===== src/rtl/v3n_pkg.sv =====
`default_nettype none

package v3n_pkg;

  localparam int CompW    = 16;  // input and output component width
  localparam int SqW      = 31;  // square of a 16-bit magnitude (max 2^30)
  localparam int DenW     = 32;  // sum of three squares
  localparam int QuoW     = 30;  // quotient, padded to an even width for the root
  localparam int DivSteps = 29;  // quotient bits
  localparam int URootW   = 15;  // root of the quotient
  localparam int URemW    = URootW + 2;
  localparam int MRootW   = 16;  // root of the sum of squares
  localparam int MRemW    = MRootW + 2;

  // stage map
  localparam int StAbs     = 0;
  localparam int StSq      = 1;
  localparam int StSum     = 2;
  localparam int StDiv0    = 3;
  localparam int StMag0    = StDiv0;
  localparam int MagSteps  = MRootW;
  localparam int StUsq0    = StDiv0 + DivSteps;
  localparam int USqSteps  = URootW;
  localparam int StOut     = StUsq0 + USqSteps;
  localparam int NumStages = StOut + 1;

  typedef struct packed {
    logic [2:0]              sgn;
    logic                    zero;
    logic [2:0][SqW-1:0]     sq;
    logic [DenW-1:0]         den;
    logic [2:0][DenW-1:0]    rem;
    logic [2:0][QuoW-1:0]    quo;
    logic [2:0][URemW-1:0]   urem;
    logic [2:0][URootW-1:0]  uroot;
    logic [DenW-1:0]         mrad;
    logic [MRemW-1:0]        mrem;
    logic [MRootW-1:0]       mroot;
    logic [2:0][CompW-1:0]   unit;
  } pipe_t;

endpackage

`default_nettype wire


===== src/rtl/v3n_div_step.sv =====
`default_nettype none

module v3n_div_step
  import v3n_pkg::*;
(
  input  logic [DenW-1:0] rem_i,
  input  logic [DenW-1:0] den_i,
  input  logic            bit_i,
  output logic [DenW-1:0] rem_o,
  output logic            q_o
);

  logic [DenW:0] trial;
  logic [DenW:0] diff;

  // one restoring step: shift in a numerator bit, subtract if it fits
  always_comb begin
    trial = {rem_i, bit_i};
    diff  = trial - {1'b0, den_i};
    q_o   = (trial >= {1'b0, den_i});
    rem_o = q_o ? diff[DenW-1:0] : trial[DenW-1:0];
  end

endmodule

`default_nettype wire


===== config.mk =====
export PLATFORM = sky130hd
export DESIGN_NAME = v3n_div_step
export DESIGN_NICKNAME = d
export VERILOG_FILES = /design/src/rtl/v3n_pkg.sv /design/src/rtl/v3n_div_step.sv
export SDC_FILE = /design/constraint.sdc
export NUM_CORES = 1
export LEC_CHECK = 0
export ABC_AREA = 1
export BUFFER_PORTS_ARGS = -buffer_cell sky130_fd_sc_hd__buf_4
export CELL_PAD_IN_SITES_DETAIL_PLACEMENT = 0
export CELL_PAD_IN_SITES_GLOBAL_PLACEMENT = 1
export CORE_MARGIN = 5
export CORE_UTILIZATION = 30
export DETAILED_ROUTE_END_ITERATION = 8
export PLACE_DENSITY = 0.84
export SLEW_MARGIN = 20
export SYNTH_ARGS = -nofsm -noshare
export SYNTH_HDL_FRONTEND = slang
export SYNTH_SLANG_ARGS = --single-unit

===== constraint.sdc =====
create_clock -name vclk -period 3.1
set_clock_uncertainty 0.1 [all_clocks]
set_input_delay 0.465 -clock vclk [all_inputs]
set_output_delay 0.465 -clock vclk [all_outputs]
set_load 0.005 [all_outputs]

==> impl_results.md <==
- Pwr Total: 0.856 mW
- Peak VDD IR: 0.0000830 V
- Gpl congestion: 0.908
- Worst slew margin: 74.3%
- Residual DRC: 0
- Share of layout cells above drive strength 1: 20.5%
- Setup crit end kind: primary output
- Cells after Synth: 652
- Ys Warns: 0
- IO buf count: 98
- Routed wire length: 11.3 mm
- CP Cell Sequence: buf_4 > ha_1 > buf_4 > nand2_1 > inv_2 > nand2_1 > nand2_1 > inv_2 > nand3_2 > nand2_2 > nand2_2 > nand2_4 > nand2_8 > o21ai_0 > buf_4
- Seq_cells: 0
- Final setup viols: 0
- Vias per cell: 4.41
- Wire per inst: 12.6 um
- Post-Syn Area per Cell: 4.90 um^2
- CLK BUF: 0
- Diode count: 0
- Final WS setup: 0.149 ns
- Setup TNS: 0 ns
- Initial antenna violation count: 0
- DP HPWL: 9.73 mm
- Reg area: 0 um^2
- Cell area after synthesis: 0.00319 mm^2
- Core Rows: 37
- Crit path arrival time: 2.39 ns
- Worst hold-check path type: in -> out
- Commonest non-fill, non-tap cells in the layout: nand2_1, inv_1, buf_4
- DRT Pass-1 Iters: 5
- Slew @ Worst Pin: 0.383 ns
- Data required, critical path: 2.53 ns
- Kind of critical path: in -> out
- Core area: 0.0104 mm^2
- Slowest CP cell: ha_1
- Most common cell after layout, fill and taps aside: nand2_1
- Max cap viols: 0
- DR vias: 3970
- Die Ht: 113 um
- Leak pwr: 2.75 nW
- Power per cell area: 202 mW/mm^2
- Dpl ws: 0.0769 ns
- Wire length of the first global-routing pass: 18.2 mm
- Period utilisation layout: 95.2%
- Period minus WS final: 2.95 ns
- CP startpoint kind: primary input
- Io pins: 98
- Final nets: 864
- Largest net degree at the start of global routing: 36
- DRT iter0 DRCs: 210
- Vias in the first global route: 3801
- Area Growth Syn to Fin: 32.5%
- Grt ovf: 0
- Critical path fanouts, max: 17
- Status: complete, no violations
- CP bufs+invs: 5
- Gr usage total: 16.9%
- CP delay by family, top: simple AND/OR/NAND/NOR gates
- Register area share after synthesis: 0%
- Final Hold Fails: 0
- Crit path largest cell delay: 0.30 ns
- Initial core utilization: 30.8%
- Routed Antenna Nets: 0
- Count of cell types in the netlist: 29
- Syn nets: 750
- Horiz. Die Dim: 113 um
- Max Clock Freq: 339 MHz
- RSZ-0062 raised after global routing: no
- Pins Over Slew Limit: 0
- Die area: 0.0128 mm^2
==> stage by stage <==
step	cells	area (um^2)	utilization (%)	hold WS (ns)
after floorplan	652	3190	-	0.944
after global placement	894	4150	40.0	1.14
after detailed placement	894	4150	40.0	1.14
after CTS	894	4150	40.0	1.14
after global routing	900	4230	40.8	1.15
final	900	4230	40.8	1.14
==> Yosys cell counts (all sizes together) <==
cell type    n  area, um^2
o21ai        2        10.0
nor3         8        50.1
nand2      282        1090
nor2        40         168
inv        152         571
nand3       68         420
fa           1        20.0
xnor2        1        8.76
ha          32         400
nand4        2        12.5
and2         8        50.1
buf         10        81.3
xor2        13         114
o21bai       1        7.51
or2          1        6.26
a21oi       21         109
nand3b      10        75.1
==> power breakdown <==
group	switching, mW	leakage (nW)	internal (mW)
clock	0	0	0
combinational	0.474	2.75	0.383
sequential	0	0	0
total	0.474	2.75	0.383
==> worst paths after layout <==
check	from	to	slack, ns	depth (start not counted)
setup / recovery	rem_i[6]	rem_o[1]	0.15	15
hold / removal	rem_i[4]	rem_o[5]	1.14	4
==> final cells by class <==
cell class                 instances  area, um^2
multi-input combinational        491        2570
inverter                         152         571
tap                              136         170
fill                            1210        6140
timing repair buffer             121         920
==> per-layer routing <==
metal  part of all wire (%)  global-route usage [%]
met1                     50                    24.2
met2                     46                    29.9
met5                      0                       0
met4                      0                       0
met3                    4.7                   0.856
==> what timing repair did <==
action / 4_1_cts / 5_1_grt
setup endpoints to repair: 0 / 32
hold buffers: 0 / 0
endpoints found under the hold margin: 0 / 0
buffers inserted: 0 / 5
resized for setup: 0 / 7
==> cells by family (layout without fill, tap and decap cells) <==
| group | after synthesis | count (layout) | share of synthesized area [%] |
|---|---|---|---|
| simple gates | 419 | 420 | 58.6 |
| xor+xnor | 14 | 14 | 3.84 |
| compound gates | 24 | 24 | 3.96 |
| fa+ha+maj | 33 | 33 | 13.2 |
| buf+inv | 162 | 273 | 20.4 |
Note: power is estimated with default switching activity, not from simulation.
