[config.mk]
export PLATFORM = sky130hd
export DESIGN_NAME = v3n_sqrt_step
export DESIGN_NICKNAME = d
export VERILOG_FILES = /design/src/rtl/v3n_sqrt_step.sv
export SDC_FILE = /design/constraint.sdc
export NUM_CORES = 1
export LEC_CHECK = 0
export BUFFER_PORTS_ARGS = -buffer_cell sky130_fd_sc_hd__buf_2
export CAP_MARGIN = 20
export CORE_UTILIZATION = 40
export DETAILED_ROUTE_END_ITERATION = 16
export PLACE_DENSITY_LB_ADDON = 0.3
export SLEW_MARGIN = 20
export SYNTH_ARGS = -nofsm -noshare
export SYNTH_HDL_FRONTEND = slang
export SYNTH_SLANG_ARGS = --single-unit
[constraint.sdc]
create_clock -name vclk -period 5.22
set_input_delay 0.522 -clock vclk [all_inputs]
set_output_delay 0.522 -clock vclk [all_outputs]
set_load 0.01 [all_outputs]
[src/rtl/v3n_sqrt_step.sv]
`default_nettype none

module v3n_sqrt_step #(
  parameter int RootW = 16
) (
  input  logic [RootW+1:0] rem_i,
  input  logic [RootW-1:0] root_i,
  input  logic [1:0]       bits_i,
  output logic [RootW+1:0] rem_o,
  output logic [RootW-1:0] root_o
);

  localparam int RemW = RootW + 2;

  logic [RemW+1:0] trial;
  logic [RemW+1:0] tst;
  logic [RemW+1:0] diff;
  logic            ge;

  // one root bit: bring down two radicand bits, try 4*root+1
  always_comb begin
    trial  = {rem_i, bits_i};
    tst    = (RemW+2)'({root_i, 2'b01});
    diff   = trial - tst;
    ge     = (trial >= tst);
    rem_o  = ge ? diff[RemW-1:0] : trial[RemW-1:0];
    root_o = {root_i[RootW-2:0], ge};
  end

endmodule

`default_nettype wire

==> flow_metrics.py, run 1 <==
metrics = {
    "sta": {
        "fmax_ghz": 0.272,
        "slew_headroom_pct": 27.4,
        "tns_ns": 0,
        "grt_setup_unrepaired": "false",
        "finalCritPeriodShare_pct": 70.5,
        "maxSlewViolCount": 0,
        "final_hold_viol_count": 0,
        "fin_crit_ns": 3.68,
        "worstMarginPinSlew_ns": 1.09,
        "finalSetupViolCount": 0,
    },
    "die": {
        "fp.dieH_um": 62.0,
        "initial_core_util_pct": 42.4,
        "fp-row-count": 21,
        "coreArea_mm2": 0.00339,
        "ios": 70,
        "die_width_um": 62.0,
        "die_area_mm2": 0.00384,
    },
    "worst_setup_path": {
        "cp_num_buf_inv": 2,
        "startpoint_type": "input port",
        "slowest_delay_ns": 0.88,
        "crit_family": "simple AND/OR/NAND/NOR gates",
        "slowest_stage": "nor3_4",
        "worstPathRequired_ns": 4.70,
        "worstPathMaxFanout": 19,
        "worst-setup-path-type": "in2out",
        "crit_chain": "buf_2 > ha_1 > a21oi_2 > o21ai_1 > a21oi_2 > a211oi_2 > nor3_4 > mux2_2 > buf_2",
        "cp-end-kind": "output port",
        "worstPathArrival_ns": 3.16,
    },
    "clock_network": {
        "cts_setup_buffers": 0,
        "postCtsHoldBufs": 0,
        "ctsResizeCount": 0,
    },
    "layout": {
        "n_fill_cell": 350,
        "nets": 295,
        "seq_cells": 0,
        "clockBufferCount": 0,
        "syn_to_final_growth_pct": 15.2,
        "n_antenna_cell": 0,
        "final_area_mm2": 0.00166,
        "register_area_um2": 0,
        "layout-drive-gt1-share_pct": 39.3,
    },
    "logic_synthesis": {
        "synth_area_leader_cell": "ha_1",
        "syn_avg_cell_area_um2": 7.41,
        "syn-num-nets": 248,
        "synth_warnings": 0,
        "ys_seq_area_share_pct": 0,
        "yosys-top-cells-area": "ha_1 16%, buf_4 8.4%, mux2_4 7.3%",
        "yosys-top-cells-count": "24 x inv_1, 18 x ha_1, 16 x buf_4",
        "yosys.cell_types.count": 41,
        "syn_inst": 194,
        "syn_area_mm2": 0.00144,
        "synth_top_area_share_pct": 15.7,
        "yosysMostFrequentCell": "inv_1",
    },
    "global_route": {
        "grt_pass1_wl_um": 4800,
        "grt_max_degree": 20,
        "grt.total_usage_pct": 15.7,
        "overflow": 0,
        "antenna_found_initial": 0,
        "grt_pass1_vias": 1195,
    },
    "detailed_routing": {
        "avgViaCountPerCell": 4.95,
        "post-route-drc-count": 0,
        "routedWlPerCell_um": 10.6,
        "drtIter0Drc": 37,
        "final_antenna_net_count": 0,
        "vias": 1412,
        "routed_wl_um": 3030,
        "dr.pass1.iters": 4,
    },
    "pwr": {
        "power_density_mw_per_mm2": 140,
        "p_leak_nw": 0.870,
        "peakVddDrop_mv": 0.0581,
    },
    "run_status": {
        "status": "finished, final reports clean",
    },
    "placement": {
        "place.gp.congestion": 0.769,
        "placed_area_mm2": 0.00166,
        "portBuffers": 70,
        "post-dp-hpwl_um": 2500,
    },
    "run": {
        "cap_violations": 0,
    },
    "worst_hold_path": {
        "min_path_type": "in2out",
    },
}
-- routing by layer --
layer / vias up / GRT usage, % / share of wire [%]
met4: 0 / 0 / 0
met3: 0 / 0 / 4.5
li1: 759 / - / -
met5: - / 0 / 0
met1: 612 / 21.6 / 51
met2: 41 / 29.2 / 45
-- path summary, 6_finish.rpt --
| check | start | to | slack (ns) | cells past startpoint |
|---|---|---|---|---|
| worst max-delay path | rem_i[3] | rem_o[3] | 1.54 | 9 |
| worst min-delay path | root_i[0] | root_o[1] | 1.24 | 2 |
-- through the flow --
step           util (%)  setup WS (ns)  hold slack (ns)  std cells  total power [mW]
2_1_floorplan         -           2.29             1.13        194             0.177
3_3_place_gp       48.9           1.52             1.24        285             0.231
3_5_place_dp       48.9           1.53             1.24        285             0.232
4_1_cts            48.9           1.51             1.24        285             0.234
5_1_grt            48.9           1.37             1.25        285             0.260
6_report           48.9           1.54             1.24        285             0.232
-- cell families after synthesis --
family | share of synthesized area (%)
XOR/XNOR | 8.53
adder cells (fa/ha/maj) | 15.7
AO/OA/AOI/OAI | 23.0
multiplexers | 17.8
buffers and inverters | 19.4
AND/OR/NAND/NOR | 15.6
-- final cells by class --
| type | instances | area, µm² | share of cell area, % |
|---|---|---|---|
| tap | 46 | 57.6 | 3.47 |
| timing repair buffer | 70 | 350 | 21.1 |
| inverter | 24 | 90.1 | 5.44 |
| multi-input combinational | 145 | 1160 | 69.9 |
-- layout by cell type, fill, tap and decap left out, drive strengths merged --
master | synthesis | final
inv | 24 | 24
a21boi | 1 | 1
a21oi | 15 | 15
nand2 | 13 | 13
and3 | 3 | 3
mux2 | 16 | 16
buf | 21 | 70
nand2b | 2 | 2
a21o | 2 | 2
o21a | 3 | 3
a311oi | 2 | 2
mux2i | 5 | 5
nor3 | 4 | 4
a211oi | 4 | 4
nor2 | 10 | 10
a2111oi | 3 | 3
a2111o | 1 | 1
xnor2 | 8 | 8
a31oi | 1 | 1
o21ai | 11 | 11
nand4 | 4 | 4
or2b | 1 | 1
a221oi | 1 | 1
o21bai | 1 | 1
ha | 18 | 18
xor2 | 6 | 6
nor2b | 2 | 2
nand3 | 6 | 6
a22oi | 1 | 1
o311ai | 1 | 1
-- power by group --
| group | internal [mW] | total [mW] | switching (mW) |
|---|---|---|---|
| Combinational | 0.114 | 0.232 | 0.118 |
| Clock | 0 | 0 | 0 |
| Sequential | 0 | 0 | 0 |
No activity file was read; power rests on OpenSTA's default activity.
==> inputs of run 2 (changes only) <==
ABC_AREA = 1   (was default)
clock period = 3.1 ns   (was 5.22 ns; I/O delays follow)
==> run 2 against run 1 <==
Total power grew 54%. Combinational power increased by 53%. Setup slack worse by 0.84 ns. Sequential share of layout area unchanged. Clock-buffer cell count did not move. Worst hold slack worse by 0.42 ns. Flip-flop and latch count stayed put. Cell area increased by 5.2%.
==> flow_metrics.py, run 2 <==
metrics = {
    "pwr": {
        "p_leak_nw": 1.17,
        "power_density_mw_per_mm2": 204,
        "p_total_mw": 0.356,
        "peakVddDrop_mv": 0.0751,
    },
    "worst_setup_path": {
        "cp-end-kind": "output port",
        "startpoint_type": "input port",
        "worst-setup-path-type": "in2out",
        "worstPathRequired_ns": 2.79,
        "worstPathArrival_ns": 2.09,
        "worstPathMaxFanout": 21,
    },
    "global_route": {
        "overflow": 0,
        "grt_max_degree": 22,
        "antenna_found_initial": 0,
        "grt.total_usage_pct": 17.1,
        "grt_pass1_wl_um": 5920,
        "grt_pass1_vias": 1473,
    },
    "logic_synthesis": {
        "synth_warnings": 0,
        "syn_avg_cell_area_um2": 5.23,
        "syn-num-nets": 341,
        "syn_area_mm2": 0.00150,
        "yosys.cell_types.count": 29,
        "ys_seq_area_share_pct": 0,
        "yosysMostFrequentCell": "nand2_1",
        "yosys-top-cells-count": "119 x nand2_1, 49 x inv_1, 20 x nand3_1",
        "yosys-top-cells-area": "nand2_1 30%, ha_1 15%, inv_1 12%",
        "syn_inst": 287,
        "synth_top_area_share_pct": 29.8,
        "synth_area_leader_cell": "nand2_1",
    },
    "run_status": {
        "status": "finished, final reports clean",
    },
    "sta": {
        "finalCritPeriodShare_pct": 77.3,
        "final_hold_viol_count": 0,
        "worstMarginPinSlew_ns": 0.268,
        "maxSlewViolCount": 0,
        "tns_ns": 0,
        "whs_ns": 0.816,
        "grt_setup_unrepaired": "false",
        "fin_crit_ns": 2.40,
        "fmax_ghz": 0.417,
        "fin_ws_ns": 0.704,
        "finalSetupViolCount": 0,
        "slew_headroom_pct": 82.1,
    },
    "run": {
        "cap_violations": 0,
    },
    "clock_network": {
        "ctsResizeCount": 0,
        "cts_setup_buffers": 0,
        "postCtsHoldBufs": 0,
    },
    "die": {
        "ios": 70,
        "coreArea_mm2": 0.00347,
        "fp.dieH_um": 63.3,
        "die_width_um": 63.3,
        "initial_core_util_pct": 43.3,
        "die_area_mm2": 0.00400,
        "fp-row-count": 21,
    },
    "placement": {
        "place.gp.congestion": 0.881,
        "dp_slack_ns": 0.677,
        "portBuffers": 70,
        "post-dp-hpwl_um": 2950,
    },
    "worst_hold_path": {
        "min_path_cells": 2,
        "holdPathEnd": "root_o[8]",
        "hold_start": "root_i[7]",
        "min_path_type": "in2out",
    },
    "detailed_routing": {
        "routed_wl_um": 3390,
        "post-route-drc-count": 0,
        "vias": 1737,
        "avgViaCountPerCell": 4.52,
        "dr.pass1.iters": 4,
        "drtIter0Drc": 38,
        "routedWlPerCell_um": 8.82,
        "final_antenna_net_count": 0,
    },
    "layout": {
        "clockBufferCount": 0,
        "seq_cells": 0,
        "layout_commonest_cell": "nand2_1",
        "finalCoreUtilization_pct": 50.3,
        "n_antenna_cell": 0,
        "register_area_um2": 0,
        "nets": 394,
        "syn_to_final_growth_pct": 16.1,
        "layout_common_cells": "119 x nand2_1, 70 x buf_2, 49 x inv_1, 20 x nand3_1, 18 x ha_1",
        "layout-drive-gt1-share_pct": 24.3,
    },
}
run 2: cell types whose count changed after synthesis, sizes merged, moves of 4 or more:
| cell | change |
|---|---|
| mux2i | -5 |
| nand2 | +109 |
| nand3 | +14 |
| mux2 | -16 |
| nor2 | +8 |
| clkbuf | -4 |
| inv | +28 |
| o21ai | -7 |
| xnor2 | -7 |
run 2: cell families after synthesis:
group / count (synthesis) / share of synthesized area (%)
compound gates: 18 / 6.33
xor+xnor: 10 / 6.33
fa+ha+maj: 18 / 15.0
buf+inv: 71 / 24.3
simple gates: 170 / 48.1
run 2: cell type report:
type / count / area [µm²]
fill: 419 / 1730
tap: 46 / 57.6
multi-input combinational: 216 / 1140
inverter: 52 / 198
timing repair buffer: 70 / 350
run 2: worst max-delay path: stages:
cell	delay [ns]
buf_2	0.10
ha_1	0.34
a21oi_1	0.24
nand2_1	0.12
inv_1	0.06
nand3_1	0.14
nand2_2	0.12
nand2_4	0.17
inv_4	0.21
nand2_1	0.08
nand2_1	0.06
buf_2	0.13
run 2: report_power, final:
part,leakage [nW],internal (mW),switching (mW)
sequential,0,0,0
combinational,1.17,0.145,0.212
clock,0,0,0
total,1.17,0.145,0.212
run 2: metal layers:
layer	part of all wire [%]	global-route usage [%]	vias up	wire, µm
met3	3.6	0	0	122
met4	0	0	0	0
met2	46	29.8	40	1560
met5	0	0	-	0
met1	50	24.8	735	1700
li1	-	-	962	-
run 2: stage by stage:
step           cell area [µm²]  std cells
3_5_place_dp              1740        384
2_1_floorplan             1500        287
4_1_cts                   1740        384
3_3_place_gp              1740        384
5_1_grt                   1740        384
6_report                  1740        384
run 2: worst max-delay path by stage:
stage                      endpoint  depth (start not counted)        from  slack [ns]
after global routing      rem_o[13]                         13   root_i[9]        0.52
after CTS                 rem_o[13]                         12    rem_i[9]        0.68
after floorplan            rem_o[1]                         12  root_i[11]        1.19
final                     rem_o[13]                         12    rem_i[9]        0.70
after detailed placement  rem_o[13]                         12    rem_i[9]        0.68
after global placement    rem_o[13]                         12    rem_i[9]        0.69
==> inputs of run 3 (changes only) <==
clock period = 2.5 ns   (was 3.1 ns; I/O delays follow)
==> run 3 against run 2 <==
Non-clock buffer count up 2. Routed wire length up 3.6%. Worst hold slack worse by 0.12 ns. Largest power group unchanged.
==> flow_metrics.py, run 3 (same netlist as run 2, synthesis figures left out) <==
metrics = {
    "die": {
        "initial_core_util_pct": 43.3,
        "fp.dieH_um": 63.3,
        "fp-row-count": 21,
        "die_area_mm2": 0.00400,
        "ios": 70,
        "die_width_um": 63.3,
        "coreArea_mm2": 0.00347,
    },
    "global_route": {
        "grt_pass1_wl_um": 6150,
        "grt.total_usage_pct": 17.8,
        "grt_max_degree": 17,
        "overflow": 0,
        "grt_pass1_vias": 1491,
        "antenna_found_initial": 0,
    },
    "layout": {
        "nets": 396,
        "finalCoreUtilization_pct": 50.7,
        "layout_commonest_cell": "nand2_1",
        "layout-drive-gt1-share_pct": 24.7,
        "register_area_um2": 0,
        "layout_common_cells": "119 x nand2_1, 70 x buf_2, 49 x inv_1, 20 x nand3_1, 18 x ha_1",
        "clockBufferCount": 0,
        "n_fill_cell": 407,
        "n_antenna_cell": 0,
        "seq_cells": 0,
        "syn_to_final_growth_pct": 17.1,
    },
    "worst_setup_path": {
        "worstPathRequired_ns": 2.25,
        "startpoint_type": "input port",
        "worstPathMaxFanout": 8,
        "worstPathArrival_ns": 1.94,
        "cp-end-kind": "output port",
        "worst-setup-path-type": "in2out",
    },
    "pwr": {
        "power_density_mw_per_mm2": 255,
        "p_leak_nw": 1.18,
        "peakVddDrop_mv": 0.0937,
        "p_total_mw": 0.448,
    },
    "placement": {
        "place.gp.congestion": 0.954,
        "post-dp-hpwl_um": 3040,
        "portBuffers": 70,
    },
    "sta": {
        "fmax_ghz": 0.458,
        "slew_headroom_pct": 81.9,
        "fin_crit_ns": 2.19,
        "tns_ns": 0,
        "finalSetupViolCount": 0,
        "finalCritPeriodShare_pct": 87.4,
        "whs_ns": 0.696,
        "final_hold_viol_count": 0,
        "grt_setup_unrepaired": "false",
        "worstMarginPinSlew_ns": 0.271,
        "maxSlewViolCount": 0,
    },
    "detailed_routing": {
        "drtIter0Drc": 56,
        "routed_wl_um": 3510,
        "vias": 1756,
        "post-route-drc-count": 0,
        "dr.pass1.iters": 5,
        "routedWlPerCell_um": 9.10,
        "final_antenna_net_count": 0,
        "avgViaCountPerCell": 4.55,
    },
    "run": {
        "cap_violations": 0,
    },
    "clock_network": {
        "ctsResizeCount": 0,
        "cts_setup_buffers": 0,
        "postCtsHoldBufs": 0,
    },
    "run_status": {
        "status": "finished, final reports clean",
    },
    "worst_hold_path": {
        "min_path_type": "in2out",
    },
}
run 3: cell types whose count changed in the layout (fill, tap and decap cells not counted):
cell,before,now
buf_4,0,2
run 3: worst max-delay path: stages:
cell,delay (ns)
buf_2,0.10
ha_1,0.34
a21oi_1,0.25
nand2_1,0.11
inv_1,0.07
nand3_1,0.15
nand2_2,0.12
nand2_4,0.10
buf_4,0.19
nand3_1,0.08
nand2_1,0.04
buf_2,0.13
run 3: worst paths after layout:
path	from	slack, ns	end	cells past startpoint
worst max-delay path	rem_i[9]	0.31	rem_o[11]	12
worst min-delay path	root_i[7]	0.70	root_o[8]	2
run 3: routing by layer:
metal / vias up / GRT usage (%) / part of all wire, %
met5: - / 0 / 0
met4: 0 / 1.70 / 0.40
met3: 2 / 0 / 4.0
met2: 49 / 30.2 / 45
met1: 741 / 25.9 / 50
li1: 964 / - / -
run 3: area by class of cell:
class,count,area (µm²),area share (%)
Timing Repair Buffer,72,365,20.8
Multi-Input combinational cell,216,1140,64.7
Inverter,52,198,11.2
Tap cell,46,57.6,3.27
run 3: where the power goes:
part	internal [mW]	leakage, nW	total [mW]	switching, mW
clock network	0	0	0	0
registers	0	0	0	0
logic	0.182	1.18	0.448	0.266
total	0.182	1.18	0.448	0.266
run 3: through the flow:
stage	area, µm²	instances	setup WS [ns]
after floorplan	1500	287	0.715
after detailed placement	1760	386	0.306
after global routing	1760	386	0.0932
final	1760	386	0.315
after CTS	1760	386	0.313
after global placement	1760	386	0.307
